--- config.mk ---
export PLATFORM = sky130hd
export DESIGN_NAME = literal_substring_search
export DESIGN_NICKNAME = d
export VERILOG_FILES = /design/src/rtl/core/lss_pkg.sv /design/src/rtl/core/literal_substring_search.sv
export SDC_FILE = /design/constraint.sdc
export NUM_CORES = 2
export LEC_CHECK = 0
export ABC_AREA = 1
export ABC_CLOCK_PERIOD_IN_PS = 18400
export BUFFER_PORTS_ARGS = -buffer_cell sky130_fd_sc_hd__buf_2
export CORE_MARGIN = 2
export CORE_UTILIZATION = 30
export CTS_CLUSTER_DIAMETER = 50
export DETAILED_ROUTE_END_ITERATION = 10
export PLACE_DENSITY = 0.5
export SETUP_SLACK_MARGIN = 0.15
export SLEW_MARGIN = 10
export SYNTH_ARGS = -nofsm -noshare
export SYNTH_HDL_FRONTEND = slang
export SYNTH_SLANG_ARGS = --single-unit
--- constraint.sdc ---
create_clock -name clock -period 18.4 [get_ports clock]
set_clock_uncertainty 0.05 [all_clocks]
set_input_delay 1.84 -clock clock [delete_from_list [all_inputs] [get_ports clock]]
set_output_delay 1.84 -clock clock [all_outputs]
set_load 0.05 [all_outputs]
--- src/rtl/core/lss_pkg.sv ---
// ----------------------------------------------------------------------------
// lss_pkg : literal substring search shared definitions
// Widths, register indexes and payload types for the substring search block.
// ----------------------------------------------------------------------------
package lss_pkg;

   localparam int PATTERN_MAX    = 32;
   localparam int OFFSET_WIDTH   = 28;
   localparam int WINDOW_DEPTH   = PATTERN_MAX - 1;
   localparam int WORD_WIDTH     = 64;
   localparam int WORD_BYTES     = WORD_WIDTH / 8;
   localparam int PATTERN_WORDS  = PATTERN_MAX / WORD_BYTES;
   localparam int LEN_WIDTH      = $clog2(PATTERN_MAX + 1);
   localparam int PAT_IDX_WIDTH  = $clog2(PATTERN_MAX);
   localparam int CSR_IDX_WIDTH  = 3;

   typedef logic [7:0]                byte_type;
   typedef logic [OFFSET_WIDTH-1:0]   offset_type;
   typedef logic [WORD_WIDTH-1:0]     word_type;
   typedef logic [LEN_WIDTH-1:0]      len_type;
   typedef logic [CSR_IDX_WIDTH-1:0]  csr_index_type;

   localparam csr_index_type CSR_PATTERN_WORD_0 = 3'd0;
   localparam csr_index_type CSR_PATTERN_WORD_1 = 3'd1;
   localparam csr_index_type CSR_PATTERN_WORD_2 = 3'd2;
   localparam csr_index_type CSR_PATTERN_WORD_3 = 3'd3;
   localparam csr_index_type CSR_PATTERN_LENGTH = 3'd4;

   localparam offset_type OFFSET_MAX = {OFFSET_WIDTH{1'b1}};

endpackage

--- src/rtl/core/literal_substring_search.sv ---
// ----------------------------------------------------------------------------
// literal_substring_search : streaming search for a configured literal
// Compares the newest byte and a window of earlier bytes with the pattern
// every beat and reports the first match offset or a miss at stream end.
// ----------------------------------------------------------------------------
// an accepted byte's result is registered in the output register in the next cycle
// throughput: one byte per cycle, set by the combinational parallel window compare
// a new byte is taken while the result register is empty or being drained
// reset (synchronous): pattern registers, length, byte count, match flag and
// result valid clear; the window is not cleared, it is refilled by each stream
// ----------------------------------------------------------------------------
module literal_substring_search (
   input  logic                   clock,
   input  logic                   reset,
   // configuration
   input  logic                   csr_valid,
   output logic                   csr_ready,
   input  lss_pkg::csr_index_type csr_index,
   input  lss_pkg::word_type      csr_data,
   // stream bytes
   input  logic                   req_valid,
   output logic                   req_stall,
   input  lss_pkg::byte_type      req_data_byte,
   input  logic                   req_end_of_stream,
   // results
   output logic                   rsp_valid,
   input  logic                   rsp_stall,
   output logic                   rsp_found,
   output lss_pkg::offset_type    rsp_match_offset,
   output logic                   rsp_stream_done
);
   import lss_pkg::*;

   word_type   pattern_word_ff [PATTERN_WORDS];
   len_type    pattern_length_ff;

   byte_type   window_ff [WINDOW_DEPTH];
   offset_type bytes_seen_ff;
   logic       matched_ff;
   logic       matched_in;
   offset_type bytes_seen_in;

   logic       rsp_valid_ff;
   logic       rsp_valid_in;
   logic       rsp_found_ff;
   logic       rsp_found_in;
   offset_type rsp_offset_ff;
   offset_type rsp_offset_in;
   logic       rsp_done_ff;
   logic       rsp_done_in;

   byte_type   pattern_bytes [PATTERN_MAX];
   byte_type   aligned [PATTERN_MAX];
   byte_type   hist [PATTERN_MAX];
   len_type    len_eff;
   len_type    len_m1;
   logic       enough;
   logic       all_eq;
   logic       hit;
   logic       accept;
   offset_type offset;

   assign csr_ready = 1'b1;
   assign req_stall = rsp_valid_ff & rsp_stall;
   assign accept    = req_valid & ~req_stall;

   // pattern aligned to the history, newest byte against the last pattern byte
   always_comb begin
      len_type idx;
      idx = '0;
      for (int w = 0; w < PATTERN_WORDS; w++) begin
         for (int b = 0; b < WORD_BYTES; b++) begin
            pattern_bytes[w*WORD_BYTES + b] = pattern_word_ff[w][8*b +: 8];
         end
      end
      len_eff = (pattern_length_ff > len_type'(PATTERN_MAX)) ?
                len_type'(PATTERN_MAX) : pattern_length_ff;
      len_m1  = len_eff - len_type'(1);
      hist[0] = req_data_byte;
      for (int i = 1; i < PATTERN_MAX; i++) begin
         hist[i] = window_ff[i-1];
      end
      all_eq = 1'b1;
      for (int i = 0; i < PATTERN_MAX; i++) begin
         idx        = len_m1 - len_type'(i);
         aligned[i] = pattern_bytes[idx[PAT_IDX_WIDTH-1:0]];
         if (len_type'(i) < len_eff && hist[i] != aligned[i]) begin
            all_eq = 1'b0;
         end
      end
   end

   always_comb begin
      enough = bytes_seen_ff >= OFFSET_WIDTH'(len_m1);
      priority if (matched_ff) begin
         hit = 1'b0;
      end else if (len_eff == '0) begin
         hit = 1'b1;
      end else begin
         hit = enough & all_eq;
      end
      priority if (len_eff == '0) begin
         offset = '0;
      end else if (bytes_seen_ff == OFFSET_MAX) begin
         offset = OFFSET_MAX;
      end else begin
         offset = bytes_seen_ff - OFFSET_WIDTH'(len_m1);
      end
   end

   always_comb begin
      matched_in    = matched_ff;
      bytes_seen_in = bytes_seen_ff;
      rsp_valid_in  = rsp_valid_ff & rsp_stall;
      rsp_found_in  = rsp_found_ff;
      rsp_offset_in = rsp_offset_ff;
      rsp_done_in   = rsp_done_ff;
      if (accept) begin
         rsp_valid_in  = hit | (~matched_ff & req_end_of_stream);
         rsp_found_in  = hit;
         rsp_offset_in = hit ? offset : '0;
         rsp_done_in   = req_end_of_stream;
         if (req_end_of_stream) begin
            matched_in    = 1'b0;
            bytes_seen_in = '0;
         end else begin
            matched_in    = matched_ff | hit;
            bytes_seen_in = (bytes_seen_ff == OFFSET_MAX) ?
                            bytes_seen_ff : bytes_seen_ff + offset_type'(1);
         end
      end
   end

   // configuration registers
   always_ff @(posedge clock) begin
      if (reset) begin
         for (int w = 0; w < PATTERN_WORDS; w++) begin
            pattern_word_ff[w] <= '0;
         end
         pattern_length_ff <= '0;
      end else if (csr_valid && csr_ready) begin
         unique case (csr_index)
            CSR_PATTERN_WORD_0: pattern_word_ff[0] <= csr_data;
            CSR_PATTERN_WORD_1: pattern_word_ff[1] <= csr_data;
            CSR_PATTERN_WORD_2: pattern_word_ff[2] <= csr_data;
            CSR_PATTERN_WORD_3: pattern_word_ff[3] <= csr_data;
            CSR_PATTERN_LENGTH: pattern_length_ff <= csr_data[LEN_WIDTH-1:0];
            default: ;
         endcase
      end
   end

   // window entries are only compared once this stream has filled them
   always_ff @(posedge clock) begin
      if (accept && !req_end_of_stream) begin
         window_ff[0] <= req_data_byte;
         for (int i = 1; i < WINDOW_DEPTH; i++) begin
            window_ff[i] <= window_ff[i-1];
         end
      end
   end

   always_ff @(posedge clock) begin
      if (reset) begin
         matched_ff    <= 1'b0;
         bytes_seen_ff <= '0;
         rsp_valid_ff  <= 1'b0;
      end else begin
         matched_ff    <= matched_in;
         bytes_seen_ff <= bytes_seen_in;
         rsp_valid_ff  <= rsp_valid_in;
      end
   end

   always_ff @(posedge clock) begin
      rsp_found_ff  <= rsp_found_in;
      rsp_offset_ff <= rsp_offset_in;
      rsp_done_ff   <= rsp_done_in;
   end

   assign rsp_valid        = rsp_valid_ff;
   assign rsp_found        = rsp_found_ff;
   assign rsp_match_offset = rsp_offset_ff;
   assign rsp_stream_done  = rsp_done_ff;

endmodule

# Yosys cells after proc, flatten, opt, wreduce, memory -nomap -nowiden
# Memories as Yosys holds them, arrays and structs flattened.
# Cells that the tools add are included.
# totals
output_inout_bits	33
word_cells	391
reg_bits	66
ram_bits	504
mem_count	2
in_bits	81
# op_classes
reduce_logical	39
bitwise_logic	45
n_eq_ne	38
n_lt_le_gt_ge	66
add_sub_neg	34
muxes	160
# mem_list
name	depth	word_bits	rd	rd_ports_with_merged_regs	wr	line_no	text
pattern_word_ff	4	64	4	0	4	literal_substring_search.sv:34	word_type pattern_word_ff [PATTERN_WORDS];
window_ff	31	8	31	0	31	literal_substring_search.sv:37	byte_type window_ff [WINDOW_DEPTH];
# op_table
operator	n
$bmux 8 s5	32
$mux 8	64
$mux 64	4
$ne 8x8->1	32
$ge 6x6->1 const B	32
$not 5->6	32
$lt 5x6->1 const A	16
$mux 28	3
$sub 5x5->5 const B	16
$mux 1	56
$lt 4x6->1 const A	8
$sub 5x4->5 const B	8
$logic_and 1x1->1	33
$add 28x1->28 const B	1
$eq 28x28->1 const B	1
$ge 28x6->1	1
$sub 28x6->28	1
$lt 3x6->1 const A	4
$sub 5x3->5 const B	4
$lt 1x6->1 const A	2
$lt 2x6->1 const A	2
$sub 5x2->5 const B	2
$eq 3x2->1 const B	2
$gt 6x6->1 const B	1
other kinds (14)	25

# Logic depth before layout (Yosys ltp)
# depth
ltp_word	46
mapped_depth	41
ltp_nobuf	35

# Least setup slack after synthesis
# OpenSTA, ideal clock, no wires.
# synth_timing
path_type	input port to flip-flop
startpoint	input port rsp_stall
endpoint	register bytes_seen_ff[0]
setup_slack_ns	4.959
path_buffers	0
required_time_ns	18.231
arrival_ns	13.272
setup_ns	0.119
path_stages	5
cell_sequence	nand2_1 nand2_1 nor2_1 a21oi_1 a211oi_1
# synth_between
elab_chain_cells	4
# synth_rtl
item	line_no	text
from (decl)	literal_substring_search.sv:27	input logic rsp_stall,
$and 1x1->1	literal_substring_search.sv:64	assign req_stall = rsp_valid_ff & rsp_stall;
$not 1->1	literal_substring_search.sv:65	assign accept = req_valid & ~req_stall;
$and 1x1->1	literal_substring_search.sv:65	
$reduce_and 2->1 (no line)	n/a	
to (signal assigned)	literal_substring_search.sv:170	bytes_seen_ff <= bytes_seen_in;
to (decl)	literal_substring_search.sv:38	offset_type bytes_seen_ff;
# Every way passes these cells.
# A chain may end at the register's enable or synchronous reset.

# Worst setup path after layout
# layout_timing
startpoint	register pattern_length_ff[5]
endpoint	register rsp_offset_ff[0] (netlist: rsp_match_offset[0]), data pin
# layout_between
elab_chain_cells	46
elab_cells_between_ends	299
cone_classes	add/sub (33); order compare (34); eq/ne (32); mux (132); bitwise (34); reduce/logical (34)
# layout_rtl
item	line_no	text
from (decl)	literal_substring_search.sv:35	len_type pattern_length_ff;
from (signal assigned)	literal_substring_search.sv:147	CSR_PATTERN_LENGTH: pattern_length_ff <= csr_data[LEN_WIDTH-1:0];
$gt 6x6->1	literal_substring_search.sv:76	len_eff = (pattern_length_ff > len_type'(PATTERN_MAX)) ?
$mux 6 *	literal_substring_search.sv:76	
$sub 6x1->6	literal_substring_search.sv:78	len_m1 = len_eff - len_type'(1);
$sub 5x1->5 / $not 5->6 (equally long branches)	literal_substring_search.sv:85, literal_substring_search.sv:86	
$not 5->6 (implied by the code) / $bmux 8 s5 (equally long branches)	literal_substring_search.sv:86	aligned[i] = pattern_bytes[idx[PAT_IDX_WIDTH-1:0]];
$bmux 8 s5 / $mux 8 (equally long branches)	literal_substring_search.sv:86	
$mux 8 (implied by the code)	literal_substring_search.sv:86	
$mux 8 (implied by the code) / $ne 8x8->1 (equally long branches)	literal_substring_search.sv:86, literal_substring_search.sv:87	
$ne 8x8->1 / $logic_and 1x1->1 (equally long branches)	literal_substring_search.sv:87	if (len_type'(i) < len_eff && hist[i] != aligned[i]) begin
$logic_and 1x1->1 / $mux 1 (equally long branches)	literal_substring_search.sv:87	
$mux 1 (31 in series)	literal_substring_search.sv:87	
$and 1x1->1	literal_substring_search.sv:100	hit = enough & all_eq;
$mux 1 *	literal_substring_search.sv:97	end else if (len_eff == '0) begin
$mux 1 *	literal_substring_search.sv:95	priority if (matched_ff) begin
net hit	literal_substring_search.sv:59	logic hit;
$not 1->1 (no line) *	n/a	
$reduce_or 2->1 (no line) *	n/a	
to (signal assigned)	literal_substring_search.sv:177	rsp_offset_ff <= rsp_offset_in;
to (decl)	literal_substring_search.sv:47	offset_type rsp_offset_ff;
# Mark *: on every way through the listed nets, which the timed path passes. The rest lies on a longest branch. The select of a mux whose other input is x is not followed.

==> flow_summary.yaml <==
cts:
  cts_tree: "built"
  clkSinkCount: 570
  path_clk_slew_ps: 60
  cts_resized: 0
  hold_buffers: 0
  insertion_delay_ps: 730
  clock_path_buffers: 3
  postCtsSetupBuffers: 0
  h-tree-depth: 3
  numCtsBuffers: 94
  cts_root_buffer: "clkbuf_16"
timing:
  fin_crit_sh_pct: 45.5
  rsz0062_at_grt: "no"
  setup-tns-final_ps: 0
  worst_pin_slew_ps: 1290
  clock.fmax_mhz: 119
  maxSlewViolCount: 0
  setup_violations: 0
  holdWs_ps: 405
  hold_violations: 0
  slew_headroom_pct: 12.9
  finalCriticalPeriod_ps: 8370
worst_setup_path:
  startpoint_type: "register"
  crit_top_cell: "nand2_1"
  cp.required_ps: 18910
  worstSetupPathType: "register to register"
  cp_max_fo: 58
  cpPeakStageDelay_ps: 760
  cp_data_arrival_time_ps: 8880
  cp_slowest_cell: "dfxtp_1"
  end_kind: "register"
routing:
  drt-initial-drc-count: 6085
  route.vias.total: 44700
  wl_um: 234000
  viasPerCell: 5.52
  drt_first_pass_iters: 8
  ant_nets: 0
  drt-wirelength-per-cell_um: 28.9
  drcViolationCount: 0
logic_synthesis:
  synth_top_area_share_pct: 38.0
  synth_seq_cells: 570
  synth_xor_area_share_pct: 1.96
  synth.area.top_cells: "edfxtp_1 38%, nand2_1 19%, nand3_1 18%"
  synth_fp_nets: 6288
  yosys_warnings: 0
  synth_top_family_by_area: "simple AND/OR/NAND/NOR gates"
  seq_area_frac_synth_pct: 39.7
  synthCells: 6181
  synth.largest_area_cell: "edfxtp_1"
  synth_flop_cell: "edfxtp_1"
  synth-edff-count: 534
  async_flop_share_pct: 0
  post-synth-top-count-cell: "nand2_1"
  synth_adder_area_share_pct: 0.788
  synth_compound_area_share_pct: 5.72
  yosys.area_share.simple_pct: 43.7
  yosysUniqueCellTypes: 55
  netlist_top_cells_count: "2125 x nand2_1, 1536 x nand3_1, 534 x edfxtp_1, 496 x inv_1, 420 x nor2_1"
  synth_mux_area_share_pct: 0
  synth_area_um2: 42200
  syn_area_per_cell_um2: 6.83
layout:
  synthToLayoutAreaGrowth_pct: 13.0
  nets: 6251
  fillCellCount: 15000
  seq_area_um2: 16800
  drive_gt1_share_pct: 7.18
  multi_input_area_um2: 22200
  finalInstanceArea_um2: 47700
  final_cells: 8102
power_and_ir_drop:
  ir_worst_vdd_mv: 0.0701
  leakage_nw: 22.2
  pwr_density_cell_nw_per_um2: 114
global_routing:
  grt_pass1_vias: 40500
  antenna_found_initial: 13
  grt_overflow: 0
  grt_use_total_pct: 32.1
  grt_pass1_wl_um: 318000
  grt_max_degree: 109
place:
  dp_hpwl_um: 181000
  globalplace.congestion: 1.09
  dpl-instance-area_um2: 44300
  place_inst: 7924
  port_buffers: 112
die:
  io_pins: 114
  core-area_um2: 140000
  placementRows: 137
  die_w_um: 379
  initial_core_util_pct: 30.3
  dieArea_um2: 144000
  fp.dieH_um: 379
min_path:
  hp-class: "register to register"
job:
  maxCapViolations: 0
outcome:
  outcome: "finished, final reports clean"
## per-layer routing
layer / share of wire [%] / up-vias / GRT usage [%]
met5: 0.011 / - / 0
met4: 9.7 / 6 / 26.1
met3: 8.9 / 625 / 6.54
met2: 42 / 2517 / 48.5
met1: 39 / 21100 / 39.6
li1: - / 20500 / -
## through the flow
| stage | setup slack [ps] | power, mW | util, % |
|---|---|---|---|
| finish | 10030 | 5.43 | 34.2 |
| global route | 9760 | 5.62 | 34.2 |
| CTS | 10250 | 5.38 | 34.2 |
| detailed placement | 10270 | 3.44 | 31.8 |
| global placement | 10290 | 3.44 | 31.8 |
| floorplan | 4960 | 2.70 | - |
## state kept, by name, summed over array words and instances (netlist names)
signal	flops
bytes_seen_ff	28
matched_ff	1
pattern_length_ff	6
pattern_word_ff	256
rsp_found	1
rsp_match_offset	28
rsp_stream_done	1
rsp_valid	1
window_ff	248
## logic make-up after synthesis
family	Yosys count
simple gates	4245
buf+inv	830
other cells	1
xor+xnor	78
fa+ha+maj	26
flops	570
compound gates	431
## cells in the final DEF, fill, tap and decap left out, drive strengths merged, types with 34 or more instances in the layout
cell type  count
nor2         425
inv          527
clkinv        34
xor2          49
buf          184
nand3       1539
o21ai        322
nand2       2148
dfxtp         36
nand3b        80
a21oi         65
edfxtp       534
clkbuf       104
## path summary, 6_finish.rpt
kind / cells after the start / startpoint / end / slack (ps)
worst max-delay path: 27 / pattern_length_ff[5] / rsp_match_offset[0] / 10030
worst min register to register: 0 / window_ff[15][4] / window_ff[16][4] / 410
worst min-delay path: 0 / window_ff[15][4] / window_ff[16][4] / 410
worst max register to register: 27 / pattern_length_ff[5] / rsp_match_offset[0] / 10030
## layout make-up
type	count	share of cell area [%]
Multi-Input combinational cell	4781	46.4
Timing Repair Buffer	184	2.33
Inverter	513	4.06
Antenna cell	4	0.0210
Sequential cell	570	35.1
Clock buffer	104	5.10
Clock inverter	70	2.02
Tap cell	1876	4.92
## critical path: cells and delay by family (launching register included)
| family | cells | cell delay, ps |
|---|---|---|
| and+or+nand+nor | 16 | 2840 |
| adders and majority gates | 2 | 1120 |
| xor gates and xnor gates | 2 | 800 |
| buffers and inverters | 5 | 2140 |
| DFF | 1 | 760 |
| AOI/OAI and AO/OA | 2 | 450 |
## power breakdown
part           switching, mW  internal [mW]
combinational           1.48          0.459
sequential            0.0607           1.50
clock                  0.733           1.20
Power figures use the tool's default switching activity.
